`config.mk`:
```
export PLATFORM = sky130hd
export DESIGN_NAME = whtp_front
export DESIGN_NICKNAME = d
export VERILOG_FILES = /design/src/rtl/whtp_pkg.sv /design/src/rtl/whtp_front.sv
export SDC_FILE = /design/constraint.sdc
export NUM_CORES = 1
export LEC_CHECK = 0
export ABC_AREA = 1
export BUFFER_PORTS_ARGS = -buffer_cell sky130_fd_sc_hd__buf_2
export CORE_MARGIN = 3
export CORE_UTILIZATION = 36
export CTS_CLUSTER_SIZE = 24
export DETAILED_ROUTE_END_ITERATION = 12
export HOLD_SLACK_MARGIN = 0.02
export PLACE_DENSITY = 0.66
export SYNTH_ARGS = -nofsm -noshare
export SYNTH_HDL_FRONTEND = slang
export SYNTH_SLANG_ARGS = --single-unit
```
`constraint.sdc`:
```
create_clock -name clk -period 14.98 [get_ports clk]
set_clock_uncertainty 0.15 [all_clocks]
set_input_delay 2.247 -clock clk [delete_from_list [all_inputs] [get_ports clk]]
set_output_delay 2.247 -clock clk [all_outputs]
set_load 0.1 [all_outputs]
```
`src/rtl/whtp_pkg.sv`:
```
// ----------------------------------------------------------------------------
// whtp_pkg
// Shared types, codes and defaults of the windowed tile handle pool.
// ----------------------------------------------------------------------------
package whtp_pkg;

  localparam int COORD_W      = 28;
  localparam int HANDLE_W_MAX = 16;
  localparam int LI_W_MAX     = 5;
  localparam int COUNT_W      = 7;
  localparam int FCOUNT_W     = 9;

  localparam logic [COUNT_W-1:0] PREALLOC_MAX = 7'd64;

  localparam int DEF_FIRST_LAYER = 0;
  localparam int DEF_LAYER_COUNT = 8;
  localparam int DEF_WINDOW_DIM  = 16;
  localparam int DEF_FREE_DEPTH  = 256;
  localparam int DEF_HANDLE_BITS = 8;

  localparam logic [1:0] CMD_GET      = 2'd0;
  localparam logic [1:0] CMD_PUT      = 2'd1;
  localparam logic [1:0] CMD_REWINDOW = 2'd2;
  localparam logic [1:0] CMD_PREALLOC = 2'd3;

  typedef enum logic [2:0] {
    ST_SLOT        = 3'd0,
    ST_FREE        = 3'd1,
    ST_FRESH       = 3'd2,
    ST_BAD_LAYER   = 3'd3,
    ST_OUTSIDE     = 3'd4,
    ST_BAD_WINDOW  = 3'd5,
    ST_STACK_FULL  = 3'd6,
    ST_EXHAUSTED   = 3'd7
  } status_t;

  typedef enum logic [2:0] {
    K_GET,
    K_PUT,
    K_REWIN,
    K_PRE,
    K_BAD_LAYER,
    K_BAD_WINDOW
  } kind_t;

  typedef struct packed {
    kind_t                   kind;
    logic [LI_W_MAX-1:0]     li;
    logic [COORD_W-1:0]      x;
    logic [COORD_W-1:0]      y;
    logic [HANDLE_W_MAX-1:0] handle;
    logic [COORD_W-1:0]      nxl;
    logic [COORD_W-1:0]      nxh;
    logic [COORD_W-1:0]      nyl;
    logic [COORD_W-1:0]      nyh;
    logic [COUNT_W-1:0]      count;
  } cmd_t;

  typedef struct packed {
    logic [HANDLE_W_MAX-1:0] handle;
    status_t                 status;
    logic [FCOUNT_W-1:0]     free_count;
    logic                    last;
  } res_t;

  typedef enum logic [3:0] {
    B_CLEAR,
    B_IDLE,
    B_CHK,
    B_GET_DEC,
    B_POP_DATA,
    B_EMIT,
    B_PRE,
    B_RW_CLR,
    B_RW_RD,
    B_RW_PROC
  } back_state_t;

endpackage

```
`src/rtl/whtp_front.sv`:
```
// ----------------------------------------------------------------------------
// whtp_front
// Accepts requests, classifies them and queues the decoded commands.
// ----------------------------------------------------------------------------
module whtp_front #(
  parameter int FIRST_LAYER = whtp_pkg::DEF_FIRST_LAYER,
  parameter int LAYER_COUNT = whtp_pkg::DEF_LAYER_COUNT,
  parameter int WINDOW_DIM  = whtp_pkg::DEF_WINDOW_DIM,
  parameter int HANDLE_BITS = whtp_pkg::DEF_HANDLE_BITS
) (
  input  logic                         clk,
  input  logic                         rst,
  input  logic                         push,
  output logic                         full,
  input  logic [1:0]                   command,
  input  logic [7:0]                   layer,
  input  logic [whtp_pkg::COORD_W-1:0] x_coord,
  input  logic [whtp_pkg::COORD_W-1:0] y_coord,
  input  logic [7:0]                   tile_handle,
  input  logic [whtp_pkg::COORD_W-1:0] new_x_low,
  input  logic [whtp_pkg::COORD_W-1:0] new_x_high,
  input  logic [whtp_pkg::COORD_W-1:0] new_y_low,
  input  logic [whtp_pkg::COORD_W-1:0] new_y_high,
  input  logic [whtp_pkg::COUNT_W-1:0] prealloc_count,
  output logic                         cmd_valid,
  input  logic                         cmd_pop,
  output whtp_pkg::cmd_t               cmd
);

  function automatic logic span_ok(input logic [whtp_pkg::COORD_W-1:0] lo,
                                   input logic [whtp_pkg::COORD_W-1:0] hi);
    span_ok = (hi < lo) || ((hi - lo) < whtp_pkg::COORD_W'(WINDOW_DIM));
  endfunction

  whtp_pkg::cmd_t q [2];
  logic           wptr;
  logic           rptr;
  logic [1:0]     cnt;
  whtp_pkg::cmd_t ent;
  logic [8:0]     lay_off;
  logic           lay_ok;
  logic [16:0]    hmask;
  logic           do_push;
  logic           do_pop;

  always_comb begin
    lay_off = {1'b0, layer} - 9'(FIRST_LAYER);
    lay_ok  = ({1'b0, layer} >= 9'(FIRST_LAYER)) && (lay_off < 9'(LAYER_COUNT));
    hmask   = (17'd1 << HANDLE_BITS) - 17'd1;
    ent.li     = whtp_pkg::LI_W_MAX'(lay_off);
    ent.x      = x_coord;
    ent.y      = y_coord;
    ent.handle = {8'b0, tile_handle} & hmask[15:0];
    ent.nxl    = new_x_low;
    ent.nxh    = new_x_high;
    ent.nyl    = new_y_low;
    ent.nyh    = new_y_high;
    ent.count  = (prealloc_count > whtp_pkg::PREALLOC_MAX) ? whtp_pkg::PREALLOC_MAX
                                                            : prealloc_count;
    if (command == whtp_pkg::CMD_PREALLOC) begin
      ent.kind = whtp_pkg::K_PRE;
    end else if (!lay_ok) begin
      ent.kind = whtp_pkg::K_BAD_LAYER;
    end else if (command == whtp_pkg::CMD_GET) begin
      ent.kind = whtp_pkg::K_GET;
    end else if (command == whtp_pkg::CMD_PUT) begin
      ent.kind = whtp_pkg::K_PUT;
    end else if (span_ok(new_x_low, new_x_high) && span_ok(new_y_low, new_y_high)) begin
      ent.kind = whtp_pkg::K_REWIN;
    end else begin
      ent.kind = whtp_pkg::K_BAD_WINDOW;
    end
  end

  assign full      = (cnt == 2'd2);
  assign cmd_valid = (cnt != 2'd0);
  assign cmd       = q[rptr];
  assign do_push   = push && !full;
  assign do_pop    = cmd_pop && cmd_valid;

  always_ff @(posedge clk) begin
    if (do_push) begin
      q[wptr] <= ent;
    end
    if (rst) begin
      wptr <= 1'b0;
      rptr <= 1'b0;
      cnt  <= 2'd0;
    end else begin
      if (do_push) wptr <= ~wptr;
      if (do_pop)  rptr <= ~rptr;
      cnt <= cnt + {1'b0, do_push} - {1'b0, do_pop};
    end
  end

endmodule

```
### Yosys cells after proc, flatten, opt, wreduce, memory -nomap -nowiden

Memories as Yosys holds them, arrays and structs flattened. A register that Yosys moved wholly into a read port is not among the register bits.
Cells that the tools add are included.

* register bits after elaboration: 4
* bits in writable memories: 382
* input bits: 197
* output and inout bits: 201
* logic and storage cells: 37
* memories kept: 1

Memory list
* q: depth 2, width 191, rd ports 1, clocked after memory_dff 1, wr ports 1, RTL line whtp_front.sv:35 `whtp_pkg::cmd_t q [2];`

* $add $sub $neg: 4
* $lt $le $gt $ge: 6
* equal/unequal tests: 3
* multiplexer cells: 10
* bitwise gates (word level): 2
* reductions and logical operators: 8

Operators with widths (number)
* 28-bit less-than comparator: 2
* 28-bit by 5-bit less-than comparator with 1-bit output (second input constant): 2
* 28-bit subtractor: 2
* 3-bit two-way mux: 5
* 8-bit by 4-bit less-than comparator with 1-bit output (second input constant): 1
* 7-bit greater-than comparator (second input constant): 1
* 7-bit two-way mux: 1
* 2-bit equality test (second input constant): 2
* 1-bit two-way mux: 4
* 1-bit logical AND: 3
* 2-bit by 1-bit adder with 2-bit output: 1
* 2-bit by 1-bit equality test with 1-bit output (second input constant): 1
* 2-bit logical NOT: 1
* 1-bit logical OR: 2
* 1-bit NOT: 2
* 2-bit nonzero test: 1
* 2-bit by 1-bit subtractor with 2-bit output: 1
* 1-bit logical NOT: 1

### Longest topological paths before layout

* depth in word-level cells: 9
* depth in mapped cells: 21
* depth with buffers taken out: 21

### Worst setup path before layout

Ideal clock, no wire load.

* path kind: input to register
* start point: in push
* end point: mem q[1][0] (netlist name) (enable)
* setup time: 748 ps
* arrival time: 10374 ps
* data required time: 14082 ps
* slack: 3708 ps
* stages: 2
* buffers on the path: 0
* cell sequence: o21ai_0 > nor2_1

* cells in the longest elaborated chain, start to end: 3

RTL lines
* start, declared: RTL line whtp_front.sv:13 `input logic push,`
* 1-bit logical AND: RTL line whtp_front.sv:78 `assign do_push = push && !full;`
* 1-bit two-way mux: RTL line whtp_front.sv:82 `if (do_push) begin`
* 1-bit two-way mux (not written as such): RTL line whtp_front.sv:83 `q[wptr] <= ent;`
* end, declared: RTL line whtp_front.sv:35

Every way passes these cells.

==> flow_summary.json <==
{
  "hold_path_class": "reg -> reg",
  "path_clk_slew_ps": 60,
  "peakVddDrop_mv": 0.1457,
  "core_area_um2": 51410,
  "root_buffer": "clkbuf_16",
  "pin_count": 398,
  "path_class": "reg -> out",
  "yosysTopAreaCell": "edfxtp_1",
  "endpoint": "cmd[63]",
  "synth_seq_area_share_pct": 61.63,
  "cts_tree": "done",
  "htree_levels": 2,
  "drt-pass1-iter-count": 8,
  "cts_setup_buffers": 0,
  "area_delta_synth_final_pct": 21.83,
  "drive_gt1_share_pct": 34.03,
  "postCtsResizedCells": 0,
  "regArea_um2": 11570,
  "fin_ws_ps": 9445,
  "nets": 2313,
  "drc": 0,
  "syn_area_um2": 18770,
  "drv_slew": 0,
  "synthCells": 1643,
  "initial_core_util_pct": 36.52,
  "crit_fanout": 64,
  "synth_top_area_share_pct": 61.10,
  "gp_congestion": 0.8740,
  "cts-buffers-inserted": 41,
  "ys_warn_count": 0,
  "clock_latency_ps": 560,
  "cp.arrival_ps": 3140,
  "worstHoldStart": "rptr",
  "nFillCells": 4735,
  "fin_tns_setup_ps": 0,
  "die_area_um2": 54930,
  "maxSlewHeadroom_pct": 32.35,
  "start_kind": "flip-flop",
  "antenna_found_initial": 2,
  "overflow": 0,
  "period_needed_ps": 5535,
  "hold_path_depth": 2,
  "viasPerCell": 4.642,
  "rsz0062_at_grt": "no",
  "grt_max_degree": 69,
  "power_density_nw_per_um2": 191.9,
  "synth_cell_type_count": 37,
  "ys.flop_type": "edfxtp_1",
  "required_ps": 12580,
  "clkSinkCount": 387,
  "finalHoldViolCount": 0,
  "cp-end-kind": "primary output",
  "placementRows": 83,
  "wirelength_um": 45220,
  "yosysMostFrequentCell": "nand2_1",
  "die_w_um": 234.4,
  "multiInputGateArea_um2": 6066,
  "via_count": 12880,
  "synth-seq-cells": 387,
  "cts_hold_buf": 0,
  "reg2reg_from": "cnt[0]",
  "synth_area_leaders": "edfxtp_1, mux2_2, nand2_1",
  "die_h_um": 234.4,
  "status": "completed",
  "synth_edf_count": 382,
  "numPortBuffers": 389,
  "antenna_left": 0,
  "drtIter0Drc": 666,
  "dpl.hpwl_um": 34140,
  "place_ws_ps": 9984,
  "reg2reg_to": "q[0][49]",
  "wire_per_inst_um": 16.29,
  "clockBufferDepth": 3,
  "tightest_slew_ps": 1015,
  "synth_async_sr_flop_share_pct": 0,
  "first_global_vias": 12890,
  "drv_cap": 0,
  "syn_area_per_cell_um2": 11.43,
  "p_leak_uw": 0.01009,
  "reg2reg_depth": 4,
  "fmax_ghz": 0.1807,
  "r2r_slack_ps": 12010,
  "ys_top_cells_by_count": "nand2_1, edfxtp_1, inv_1",
  "setup_viol": 0,
  "fin_crit_sh_pct": 36.95,
  "grtUsageTotal_pct": 15.81,
  "grt_pass1_wl_um": 68120
}
==> metal layers <==
metal	track usage (%)	routed length [µm]	vias to the layer above
met3	3.049	2716	78
met2	27.96	22790	367
met5	0	0	-
li1	-	-	6323
met1	19.38	18470	6113
met4	5.304	1238	0
==> kinds of logic after synthesis <==
family / count (synthesis) / synth area share [%]
and+or+nand+nor: 639 / 14.66
DFF: 387 / 61.63
buffers and inverters: 306 / 6.278
muxes: 191 / 11.46
adders and majority gates: 56 / 3.732
AOI/OAI and AO/OA: 42 / 1.246
xor gates and xnor gates: 21 / 0.9797
other: 1 / 0.01997
==> state kept, by name (all words and copies together) (netlist names), named ones only <==
register  count
q           382
cnt           2
wptr          1
rptr          1
==> critical path: stages (launching register included) <==
cell	delay, ps
dfxtp_4	890
buf_4	770
mux2_2	330
buf_2	440
==> where the power goes <==
part | switching (µW) | internal (µW)
registers | 56.4 | 1380
clock network | 416 | 579
logic | 1600 | 360
total | 2070 | 2320
==> placed cells by master (no fill, tap or decap), types with 4 or more instances in the layout <==
| cell type | Yosys | final |
|---|---|---|
| nand3_2 | 6 | 6 |
| nor2_4 | 5 | 7 |
| ha_1 | 56 | 56 |
| and2_1 | 6 | 6 |
| buf_4 | 8 | 8 |
| clkinv_1 | 1 | 7 |
| nand2_2 | 20 | 20 |
| nand2_1 | 426 | 426 |
| inv_1 | 269 | 269 |
| nor2_2 | 14 | 14 |
| dfxtp_1 | 5 | 4 |
| inv_2 | 6 | 6 |
| xnor2_1 | 12 | 12 |
| nor2_1 | 81 | 79 |
| nand3_1 | 45 | 45 |
| clkbuf_16 | 0 | 41 |
| clkbuf_1 | 22 | 10 |
| xor2_1 | 9 | 9 |
| conb_1 | 1 | 8 |
| a21oi_1 | 31 | 31 |
| buf_2 | 0 | 389 |
| edfxtp_1 | 382 | 382 |
| nor3_1 | 8 | 8 |
| clkinv_2 | 0 | 6 |
| mux2_2 | 191 | 191 |
| nand4_1 | 14 | 14 |
==> through the flow <==
step	hold slack (ps)	area (µm²)	instances	utilization [%]	power, µW
5_1_grt	371.0	22870	2774	44.49	4556
2_1_floorplan	304.4	18800	1650	-	3152
3_3_place_gp	308.6	21530	2697	41.89	3412
3_5_place_dp	324.3	21530	2697	41.89	3425
6_report	337.8	22870	2775	44.49	4389
4_1_cts	341.6	22860	2772	44.48	4436
==> final cells by class <==
type	instances	share of cell area (%)
Sequential cell	387	50.61
Multi-Input combinational cell	957	26.52
Timing Repair Buffer	397	8.775
Clock buffer	54	4.830
Inverter	276	4.530
Tap cell	680	3.720
Clock inverter	21	0.9847
Antenna cell	3	0.03282
==> worst min path at each step <==
stage,endpoint
global placement,flip-flop
detailed placement,flip-flop
CTS,flip-flop
global route,flip-flop
floorplan,flip-flop
finish,flip-flop
Power figures use the tool's default switching activity.
