## src/rtl/whtp_pkg.sv

```systemverilog
// ----------------------------------------------------------------------------
// whtp_pkg
// Shared types, codes and defaults of the windowed tile handle pool.
// ----------------------------------------------------------------------------
package whtp_pkg;

  localparam int COORD_W      = 28;
  localparam int HANDLE_W_MAX = 16;
  localparam int LI_W_MAX     = 5;
  localparam int COUNT_W      = 7;
  localparam int FCOUNT_W     = 9;

  localparam logic [COUNT_W-1:0] PREALLOC_MAX = 7'd64;

  localparam int DEF_FIRST_LAYER = 0;
  localparam int DEF_LAYER_COUNT = 8;
  localparam int DEF_WINDOW_DIM  = 16;
  localparam int DEF_FREE_DEPTH  = 256;
  localparam int DEF_HANDLE_BITS = 8;

  localparam logic [1:0] CMD_GET      = 2'd0;
  localparam logic [1:0] CMD_PUT      = 2'd1;
  localparam logic [1:0] CMD_REWINDOW = 2'd2;
  localparam logic [1:0] CMD_PREALLOC = 2'd3;

  typedef enum logic [2:0] {
    ST_SLOT        = 3'd0,
    ST_FREE        = 3'd1,
    ST_FRESH       = 3'd2,
    ST_BAD_LAYER   = 3'd3,
    ST_OUTSIDE     = 3'd4,
    ST_BAD_WINDOW  = 3'd5,
    ST_STACK_FULL  = 3'd6,
    ST_EXHAUSTED   = 3'd7
  } status_t;

  typedef enum logic [2:0] {
    K_GET,
    K_PUT,
    K_REWIN,
    K_PRE,
    K_BAD_LAYER,
    K_BAD_WINDOW
  } kind_t;

  typedef struct packed {
    kind_t                   kind;
    logic [LI_W_MAX-1:0]     li;
    logic [COORD_W-1:0]      x;
    logic [COORD_W-1:0]      y;
    logic [HANDLE_W_MAX-1:0] handle;
    logic [COORD_W-1:0]      nxl;
    logic [COORD_W-1:0]      nxh;
    logic [COORD_W-1:0]      nyl;
    logic [COORD_W-1:0]      nyh;
    logic [COUNT_W-1:0]      count;
  } cmd_t;

  typedef struct packed {
    logic [HANDLE_W_MAX-1:0] handle;
    status_t                 status;
    logic [FCOUNT_W-1:0]     free_count;
    logic                    last;
  } res_t;

  typedef enum logic [3:0] {
    B_CLEAR,
    B_IDLE,
    B_CHK,
    B_GET_DEC,
    B_POP_DATA,
    B_EMIT,
    B_PRE,
    B_RW_CLR,
    B_RW_RD,
    B_RW_PROC
  } back_state_t;

endpackage

```

## src/rtl/whtp_outq.sv

```systemverilog
// ----------------------------------------------------------------------------
// whtp_outq
// Two-entry result queue between the execution engine and the receiver.
// ----------------------------------------------------------------------------
module whtp_outq (
  input  logic           clk,
  input  logic           rst,
  input  logic           push,
  input  whtp_pkg::res_t din,
  output logic           full,
  input  logic           pop,
  output logic           empty,
  output whtp_pkg::res_t dout
);

  whtp_pkg::res_t q [2];
  logic           wptr;
  logic           rptr;
  logic [1:0]     cnt;
  logic           do_push;
  logic           do_pop;

  assign full    = (cnt == 2'd2);
  assign empty   = (cnt == 2'd0);
  assign dout    = q[rptr];
  assign do_push = push && !full;
  assign do_pop  = pop && !empty;

  always_ff @(posedge clk) begin
    if (do_push) begin
      q[wptr] <= din;
    end
    if (rst) begin
      wptr <= 1'b0;
      rptr <= 1'b0;
      cnt  <= 2'd0;
    end else begin
      if (do_push) wptr <= ~wptr;
      if (do_pop)  rptr <= ~rptr;
      cnt <= cnt + {1'b0, do_push} - {1'b0, do_pop};
    end
  end

endmodule

```

## config.mk

```make
export PLATFORM = sky130hd
export DESIGN_NAME = whtp_outq
export DESIGN_NICKNAME = d
export VERILOG_FILES = /design/src/rtl/whtp_pkg.sv /design/src/rtl/whtp_outq.sv
export SDC_FILE = /design/constraint.sdc
export NUM_CORES = 1
export LEC_CHECK = 0
export BUFFER_PORTS_ARGS = -buffer_cell sky130_fd_sc_hd__clkbuf_2
export CORE_ASPECT_RATIO = 2
export CORE_MARGIN = 3
export CORE_UTILIZATION = 30
export DETAILED_ROUTE_END_ITERATION = 10
export PLACE_DENSITY_LB_ADDON = 0.3
export RECOVER_POWER = 100
export REMOVE_ABC_BUFFERS = 1
export SYNTH_ARGS = -nofsm -noshare
export SYNTH_HDL_FRONTEND = slang
export SYNTH_SLANG_ARGS = --single-unit
```

## constraint.sdc

```tcl
create_clock -name clk -period 5 [get_ports clk]
set_clock_uncertainty 0.1 [all_clocks]
set_input_delay 0.75 -clock clk [delete_from_list [all_inputs] [get_ports clk]]
set_output_delay 0.75 -clock clk [all_outputs]
set_load 0.01 [all_outputs]
```

# Yosys cells after proc, flatten, opt, wreduce, memory -nomap -nowiden
# Memory sizes are Yosys's and may differ from the RTL's. A register that Yosys moved wholly into a read port is not among the register bits.
# Index checks and enable logic that the tools add are counted.
[word_totals] ff_bits=4 latch_bits=0 ram_bits=58 mem_bits_ro=0 wordCells=18 n_memories=1
[memory_table] name="q" words=2 word_bits=29 rd=1 rd_ports_with_merged_regs=1 write_ports=1 line_no="whtp_outq.sv:16" rtl="whtp_pkg::res_t q [2];"
[classes] addsub=2 n_mul=0 div_mod_pow=0 magnitude_cmp=0 n_eq_ne=1 n_shift=0 n_mux=4 bitwise=2 n_reduce_logical=5
[ops] cell="$mux W1" count=4
[ops] cell="$add A2 B1 Y2" count=1
[ops] cell="$eq A2 B2 Y1 const B" count=1
[ops] cell="$logic_and A1 B1 Y1" count=2
[ops] cell="$logic_not A1 Y1" count=2
[ops] cell="$logic_not A2 Y1" count=1
[ops] cell="$not A1 Y1" count=2
[ops] cell="$sub A2 B1 Y2" count=1

# Depth between registers and ports, before layout
# Gate-level depths: netlist (run 1).
[depth] ltp_word=5 depth_mapped=8

# Least setup slack after synthesis (run 1)
# Ideal clock, no wire load.
[synth_path] kind="input -> register" start="input push" end="memory q[0][0] (netlist name), enable pin" setup_time_ns=0.384 arrival_time_ns=1.722 required_ns=4.516 setup_slack_ns=2.795 stages=3 n_path_buf=0 path_cell_list="inv_1 -> or3_1 -> inv_1"
[synth_between] elab_chain_len=3
[synth_rtl] item="from (decl)" line_no="whtp_outq.sv:8" rtl="input logic push,"
[synth_rtl] item="$logic_and A1 B1 Y1" line_no="whtp_outq.sv:26" rtl="assign do_push = push && !full;"
[synth_rtl] item="$mux W1" line_no="whtp_outq.sv:30" rtl="if (do_push) begin"
[synth_rtl] item="$mux W1 (not written as such)" line_no="whtp_outq.sv:31" rtl="q[wptr] <= din;"
[synth_rtl] item="to (decl)" line_no="whtp_outq.sv:16"
# Every way passes these cells.

==> qor.csv, run 1 <==
stage,metric,value,unit
pwr,internal_power,1.22,mW
yosys,ys_ff_latch,63,
layout,multiInputGateArea,444,µm²
job,cap_viol_max_count,2,
yosys,synth_area_leaders,"edfxtp_1 (75%), mux2_2 (14%), dfxtp_1 (4.3%), ha_1 (1.1%), buf_4 (0.65%)",
timing,slew_headroom,-0.139,
timing,finalHoldViolations,0,
placement,dpl.hpwl,2710,µm
pwr,power.leakage,1.02,nW
yosys,synth_flop_cell,edfxtp_1,
routing,ant_nets,0,
routing,remaining_drc_errors,0,
yosys,synth_edf_count,58,
grt,grt_pass1_wl,6210,µm
routing,viasPerCell,4.29,
yosys,yosysSeqAreaShare,0.793,
timing,rsz0062_at_grt,false,
worst_setup_path,path_class,reg -> out,
clock_tree,cts_buffers,9,
yosys,yosys-top-cells-count,"edfxtp_1 (58), mux2_2 (29), dfxtp_1 (5)",
pwr,pwr-share-seq,0.423,
grt,grt_max_degree,30,
worst_hold_path,hold_class,reg -> reg,
grt,grt_overflow,0,
floorplan,fp.dieW,68.2,µm
worst_setup_path,end_kind,output port,
layout,nets,225,
routing,wl_per_cell,14.3,µm
pwr,switchingPower,0.442,mW
clock_tree,root_buffer,clkbuf_16,
layout,drive_gt1_frac,0.272,
timing,min_period,3.28,ns
pwr,powerDensity,560,nW/µm²
routing,dr.pass1.iters,4,
pwr,sw_frac_of_total,0.267,
clock_tree,cts.clk_slew.worst_paths,0.05,ns
clock_tree,cts-hold-fix-buffers,0,
yosys,syn_avg_cell_area,19.8,µm²
yosys,synth_top_area_frac,0.750,
floorplan,start_util,0.315,
floorplan,die-area,8900,µm²
layout,fillers,729,
clock_tree,cts_tree,done,
layout,final_util,0.402,
timing,tightest_slew,1.71,ns
yosys,synthCells,117,
grt,antenna_found_initial,0,
floorplan,die_height,130,µm
run_status,violations,"capacitance limit, slew limit",
floorplan,core,7380,µm²
yosys,async_reset_ff_frac,0,
timing,slew_viol_final,60,
timing,hold_ws,0.387,ns
layout,syn2layout_area_growth,27.6,%
grt,grtUsageTotal,0.104,
grt,grt_pass1_vias,1278,
floorplan,fp-row-count,44,
layout,ff_latch_area,1840,µm²
clock_tree,cts-htree-levels,3,
clock_tree,cts_setup_buffers,0,
floorplan,io_pins,64,
timing,finalSetupViolCount,0,
routing,drt_iter0_markers,38,
worst_setup_path,worstPathRequired,4.15,ns
routing,num_vias,1231,
yosys,synth_cell_type_count,21,
yosys,synthMostInstantiatedCell,edfxtp_1,
layout,n_antenna_cell,0,
pwr,clkPwrFrac,0.353,
yosys,synth_warnings,0,
timing,timing.final.crit_share,0.657,
placement,place.gp.congestion,0.640,
clock_tree,clk_latency,0.31,ns
pwr,peakVddDrop,0.000280,V
timing,setup_tns,0,ns
worst_setup_path,start_kind,flop,
placement,portBuffers,63,
run_status,status,finished with violations,
clock_tree,clkSinkCount,63,
clock_tree,cts_resized,0,
worst_setup_path,critPathMaxFanout,29,
pwr,power_frac_comb,0.224,
yosys,synthesis.area,2320,µm²
yosys,yosysTopAreaCell,edfxtp_1,
clock_tree,cts_max_path_buffers,2,
routing,wl,4120,µm
timing,max_freq,305,MHz
worst_setup_path,critPathArrivalTime,2.43,ns
## power groups by stage
stage	sequential (mW)	combinational (mW)	clock (mW)
final	0.701	0.372	0.586
after global routing	0.711	0.414	0.630
after CTS	0.699	0.413	0.605
after detailed placement	0.709	0.412	0
after global placement	0.706	0.409	0
after floorplan	0.725	0.230	0
## flip-flops by register name, indices dropped and copies added (netlist names), named ones only
register,cells
cnt,2
wptr,1
rptr,1
q,58
## per-stage QoR
step	cells	setup slack, ns	instance area [µm²]	total power, mW
3_3_place_gp	271	2.86	2750	1.12
4_1_cts	287	2.60	3040	1.72
5_1_grt	287	1.48	2960	1.75
3_5_place_dp	271	2.85	2750	1.12
6_report	287	1.72	2960	1.66
2_1_floorplan	114	2.79	2300	0.956
## layout make-up
cell class                      instances  share of cell area
Timing Repair Buffer                   65              0.0870
Multi-Input combinational cell         47               0.150
Clock inverter                          7              0.0215
Inverter                                4             0.00507
Tap cell                               92              0.0389
Clock buffer                            9              0.0760
Sequential cell                        63               0.622
## critical path, cell delays in order (launching register included)
cell and delay (ns):
dfxtp_1 0.30, clkbuf_1 1.23, mux2_2 0.44, clkbuf_1 0.15
## metal layers
layer | wire length [µm] | up-vias | track usage
li1 | - | 590 | -
met1 | 1410 | 595 | 0.0933
met2 | 2320 | 37 | 0.177
met3 | 271 | 9 | 0.0470
met4 | 116 | 0 | 0.0703
met5 | 0 | - | 0
## cells by family after synthesis
| kind of cell | after synthesis | synth area share |
|---|---|---|
| compound gates | 3 | 0.00754 |
| xor+xnor | 2 | 0.00754 |
| fa+ha+maj | 2 | 0.0108 |
| buf+inv | 7 | 0.0151 |
| flops | 63 | 0.793 |
| mux | 29 | 0.141 |
| simple gates | 11 | 0.0253 |
## placed cells by master, fill, tap and decap left out, drive strengths merged
master    instances
o21a              1
nor3              1
edfxtp           58
xnor2             1
a21oi             1
clkinvlp          2
and2              1
inv               4
dfxtp             5
clkinv            4
ha                2
nor2              4
nand2             1
nand2b            1
mux2             29
or3               1
and3              1
nor2b             1
xor2              1
bufinv            1
o21ai             1
clkbuf           74
## path summary, 6_finish.rpt
| path | from | endpoint | slack (ns) | cells past startpoint |
|---|---|---|---|---|
| worst max-delay path | flop | dout[18] | 1.72 | 3 |
| worst max register to register | cnt[0]$_SDFF_PP0_ | q[0][26]$_DFFE_PP_ | 2.30 | 5 |
| worst min register to register | wptr$_SDFFE_PP0P_ | wptr$_SDFFE_PP0P_ | 0.39 | 2 |
| worst min-delay path | wptr$_SDFFE_PP0P_ | wptr$_SDFFE_PP0P_ | 0.39 | 2 |
(Power assumes the default switching activity.)
==> run 2: changes to the inputs <==
--- a/config.mk
+++ b/config.mk
@@ -5,6 +5,7 @@
 export SDC_FILE = /design/constraint.sdc
 export NUM_CORES = 1
 export LEC_CHECK = 0
+export ABC_AREA = 1
 export BUFFER_PORTS_ARGS = -buffer_cell sky130_fd_sc_hd__clkbuf_2
 export CORE_ASPECT_RATIO = 2
 export CORE_MARGIN = 3
==> constraint.sdc (replaced) <==
create_clock -name clk -period 2.65 [get_ports clk]
set_clock_uncertainty 0.1 [all_clocks]
set_input_delay 0.3975 -clock clk [delete_from_list [all_inputs] [get_ports clk]]
set_output_delay 0.3975 -clock clk [all_outputs]
set_load 0.01 [all_outputs]
==> run 2 against run 1 <==
  * Register-to-register slack lost 1.5 ns
  * Synthesized cell count grew 10%
  * The run now ends clean
  * Sequential power grew 87%
  * Largest cell class unchanged
==> qor.csv, run 2 <==
stage,metric,value,unit,change
run_status,status,finished clean,,was finished with violations
layout,final_common_cell,edfxtp_1,,unchanged
yosys,synth_cell_type_count,12,,was 21
timing,tightest_slew,0.788,ns,was 1.71 ns
clock_tree,cts_tree,done,,unchanged
grt,grtUsageTotal,0.0969,,was 0.104
timing,max_freq,498,MHz,
worst_setup_path,reg2reg_to,q[0][12]$_DFFE_PP_,,was q[0][26]$_DFFE_PP_
yosys,synth_top_area_frac,0.730,,was 0.750
worst_setup_path,r2r_start,cnt[0]$_SDFF_PP0_,,unchanged
clock_tree,cts-hold-fix-buffers,0,,unchanged
worst_setup_path,path_buf_inv,2,,unchanged
yosys,yosys-top-cells-count,"edfxtp_1 (58), mux2_2 (19), inv_1 (10), mux2_4 (10), nor2_1 (9)",,"was edfxtp_1 (58), mux2_2 (29), dfxtp_1 (5)"
worst_setup_path,critPathArrivalTime,1.51,ns,was 2.43 ns
timing,finalHoldViolations,0,,unchanged
pwr,clkPwrFrac,0.327,,was 0.353
timing,finalSetupViolCount,0,,unchanged
layout,final_area,2970,µm²,was 2960 µm²
worst_setup_path,worstPathRequired,2.15,ns,was 4.15 ns
routing,ant_nets,0,,unchanged
worst_setup_path,path_class,reg -> out,,unchanged
worst_setup_path,endpoint,dout[3],,was dout[18]
job,cap_viol_max_count,0,,was 2
pwr,power.leakage,1.08,nW,was 1.02 nW
grt,grt_max_degree,30,,unchanged
layout,final_cell_mix,"edfxtp_1 (58), clkbuf_1 (42), clkbuf_2 (23)",,"was edfxtp_1 (58), clkbuf_1 (54), mux2_2 (26)"
worst_setup_path,crit_chain,buf_4 > mux2_2 > clkbuf_1,,was clkbuf_1 > mux2_2 > clkbuf_1
routing,dr.pass1.iters,4,,unchanged
routing,remaining_drc_errors,0,,unchanged
worst_hold_path,min_path_cells,2,,unchanged
grt,antenna_found_initial,0,,unchanged
yosys,synthMostInstantiatedCell,edfxtp_1,,unchanged
timing,slew_headroom,0.475,,was -0.139
timing,timing.final.crit_share,0.757,,
timing,setup_tns,0,ns,unchanged
yosys,synth_flop_cell,edfxtp_1,,unchanged
layout,largest_reg_flops,58,,unchanged
worst_setup_path,cp_slowest_cell,mux2_2,,was clkbuf_1
layout,reg_top3,"q: 58 flops, cnt: 2 flops",,unchanged
worst_setup_path,reg2reg_slack,0.83,ns,was 2.30 ns
clock_tree,cts_max_path_buffers,2,,unchanged
timing,min_period,2.01,ns,
clock_tree,clkSinkCount,63,,unchanged
layout,n_antenna_cell,0,,unchanged
pwr,internal_power,2.14,mW,was 1.22 mW
routing,num_vias,1278,,was 1231
yosys,yosysSeqAreaShare,0.772,,was 0.793
worst_setup_path,critPathMaxStageDelay,0.39,ns,was 1.23 ns
worst_setup_path,worst-path-stages,3,,unchanged
floorplan,core,7660,µm²,was 7380 µm²
worst_setup_path,start_kind,flop,,unchanged
pwr,switchingPower,0.775,mW,was 0.442 mW
layout,fillers,757,,was 729
worst_setup_path,cp_top_family,buffers and inverters,,unchanged
clock_tree,cts_resized,0,,unchanged
clock_tree,cts.clk_slew.worst_paths,0.05,ns,about the same
grt,grt_pass1_vias,1376,,was 1278
floorplan,die-area,9120,µm²,was 8900 µm²
clock_tree,cts_buffers,9,,unchanged
yosys,synthesis.area,2380,µm²,was 2320 µm²
layout,multiInputGateArea,452,µm²,was 444 µm²
clock_tree,cts_setup_buffers,0,,unchanged
placement,place.gp.congestion,0.661,,was 0.640
timing,rsz0062_at_grt,false,,unchanged
grt,grt_pass1_wl,6620,µm,was 6210 µm
yosys,syn_avg_cell_area,18.5,µm²,was 19.8 µm²
yosys,yosysTopAreaCell,edfxtp_1,,unchanged
clock_tree,root_buffer,clkbuf_16,,unchanged
routing,wl_per_cell,13.7,µm,was 14.3 µm
floorplan,io_pins,64,,unchanged
worst_hold_path,hold_class,in -> reg,,was reg -> reg
layout,drive_gt1_frac,0.273,,was 0.272
pwr,pwr-share-seq,0.450,,was 0.423
yosys,synth_area_leaders,"edfxtp_1 (73%), mux2_2 (9.0%), mux2_4 (6.3%), dfxtp_1 (4.2%), inv_1 (1.6%)",,"was edfxtp_1 (75%), mux2_2 (14%), dfxtp_1 (4.3%), ha_1 (1.1%), buf_4 (0.65%)"
worst_setup_path,worstRegToRegCells,5,,unchanged
layout,nets,238,,was 225
timing,slew_viol_final,0,,was 60
pwr,sw_frac_of_total,0.266,,was 0.267
floorplan,fp-row-count,45,,was 44
yosys,synth_warnings,0,,unchanged
yosys,synthCells,129,,was 117
pwr,powerDensity,981,nW/µm²,was 560 nW/µm²
yosys,async_reset_ff_frac,0,,unchanged
pwr,peakVddDrop,0.000390,V,was 0.000280 V
pwr,power_frac_comb,0.224,,about the same
worst_setup_path,critPathMaxFanout,29,,unchanged
floorplan,start_util,0.311,,was 0.315
routing,drt_iter0_markers,73,,was 38
placement,portBuffers,63,,unchanged
routing,wl,4090,µm,was 4120 µm
grt,grt_overflow,0,,unchanged
yosys,ys_ff_latch,63,,unchanged
placement,dpl.hpwl,2800,µm,was 2710 µm
worst_hold_path,holdCritStartpoint,rst,,was wptr$_SDFFE_PP0P_
floorplan,fp.dieW,69.0,µm,was 68.2 µm
layout,ff_latch_area,1840,µm²,about the same
placement,place_area,2820,µm²,was 2750 µm²
layout,regMostFlops,q,,unchanged
clock_tree,cts-htree-levels,3,,unchanged
layout,syn2layout_area_growth,24.7,%,was 27.6%
floorplan,die_height,132,µm,was 130 µm
routing,viasPerCell,4.27,,was 4.29
worst_setup_path,end_kind,output port,,unchanged
clock_tree,clk_latency,0.31,ns,about the same
yosys,synth_edf_count,58,,unchanged
run 2: changes by cell type in the layout (fill, tap and decap cells not counted), sizes merged, moves of 2 or more:
cell | before | now
nand2 | 1 | 8
inv | 4 | 10
nor2 | 4 | 9
nand3 | 0 | 3
buf | 0 | 2
clkinvlp | 2 | 0
run 2: power groups by stage:
stage / Combinational, mW / Sequential (mW) / Clock (mW)
after floorplan: 0.435 / 1.36 / 0
after global placement: 0.743 / 1.33 / 0
after detailed placement: 0.752 / 1.33 / 0
after CTS: 0.755 / 1.31 / 0.986
after global routing: 0.736 / 1.32 / 1.04
final: 0.652 / 1.31 / 0.953
run 2: cells by family after synthesis:
family | after synthesis | synth area share
multiplexers | 29 | 0.153
AND/OR/NAND/NOR | 20 | 0.0331
AO/OA/AOI/OAI | 2 | 0.00420
flip-flops | 63 | 0.772
buffers and inverters | 13 | 0.0273
adder cells (fa/ha/maj) | 2 | 0.0105
run 2: worst min path at each step:
stage	endpoint	slack [ns]
floorplan	flop	0.37
global placement	rptr$_SDFFE_PP0P_	0.38
detailed placement	flop	0.39
CTS	cnt[0]$_SDFF_PP0_	0.14
global route	cnt[0]$_SDFF_PP0_	0.16
finish	cnt[0]$_SDFF_PP0_	0.16
run 2: metrics by stage:
stage	hold WS [ns]	std cells	power, mW	worst slack, ns	utilization
after floorplan	0.367	126	1.80	0.345	-
after global placement	0.385	286	2.07	0.904	0.368
after detailed placement	0.391	286	2.08	0.905	0.368
after CTS	0.143	299	3.05	0.552	0.400
after global routing	0.159	299	3.10	0.554	0.388
final	0.156	299	2.92	0.643	0.388
run 2: layer usage:
| layer | routed length (µm) | global-route usage | vias to the layer above |
|---|---|---|---|
| li1 | - | - | 624 |
| met1 | 1490 | 0.0938 | 615 |
| met2 | 2280 | 0.168 | 34 |
| met3 | 253 | 0.0359 | 5 |
| met4 | 69 | 0.0652 | 0 |
| met5 | 0 | 0 | - |
run 2: layout make-up:
type | instances | area share
clock inverters | 3 | 0.00463
clock buffers | 10 | 0.0770
flip-flops and latches | 63 | 0.620
repair buffers | 66 | 0.0943
inverters | 10 | 0.0126
well taps | 94 | 0.0396
multi-input cells | 53 | 0.152
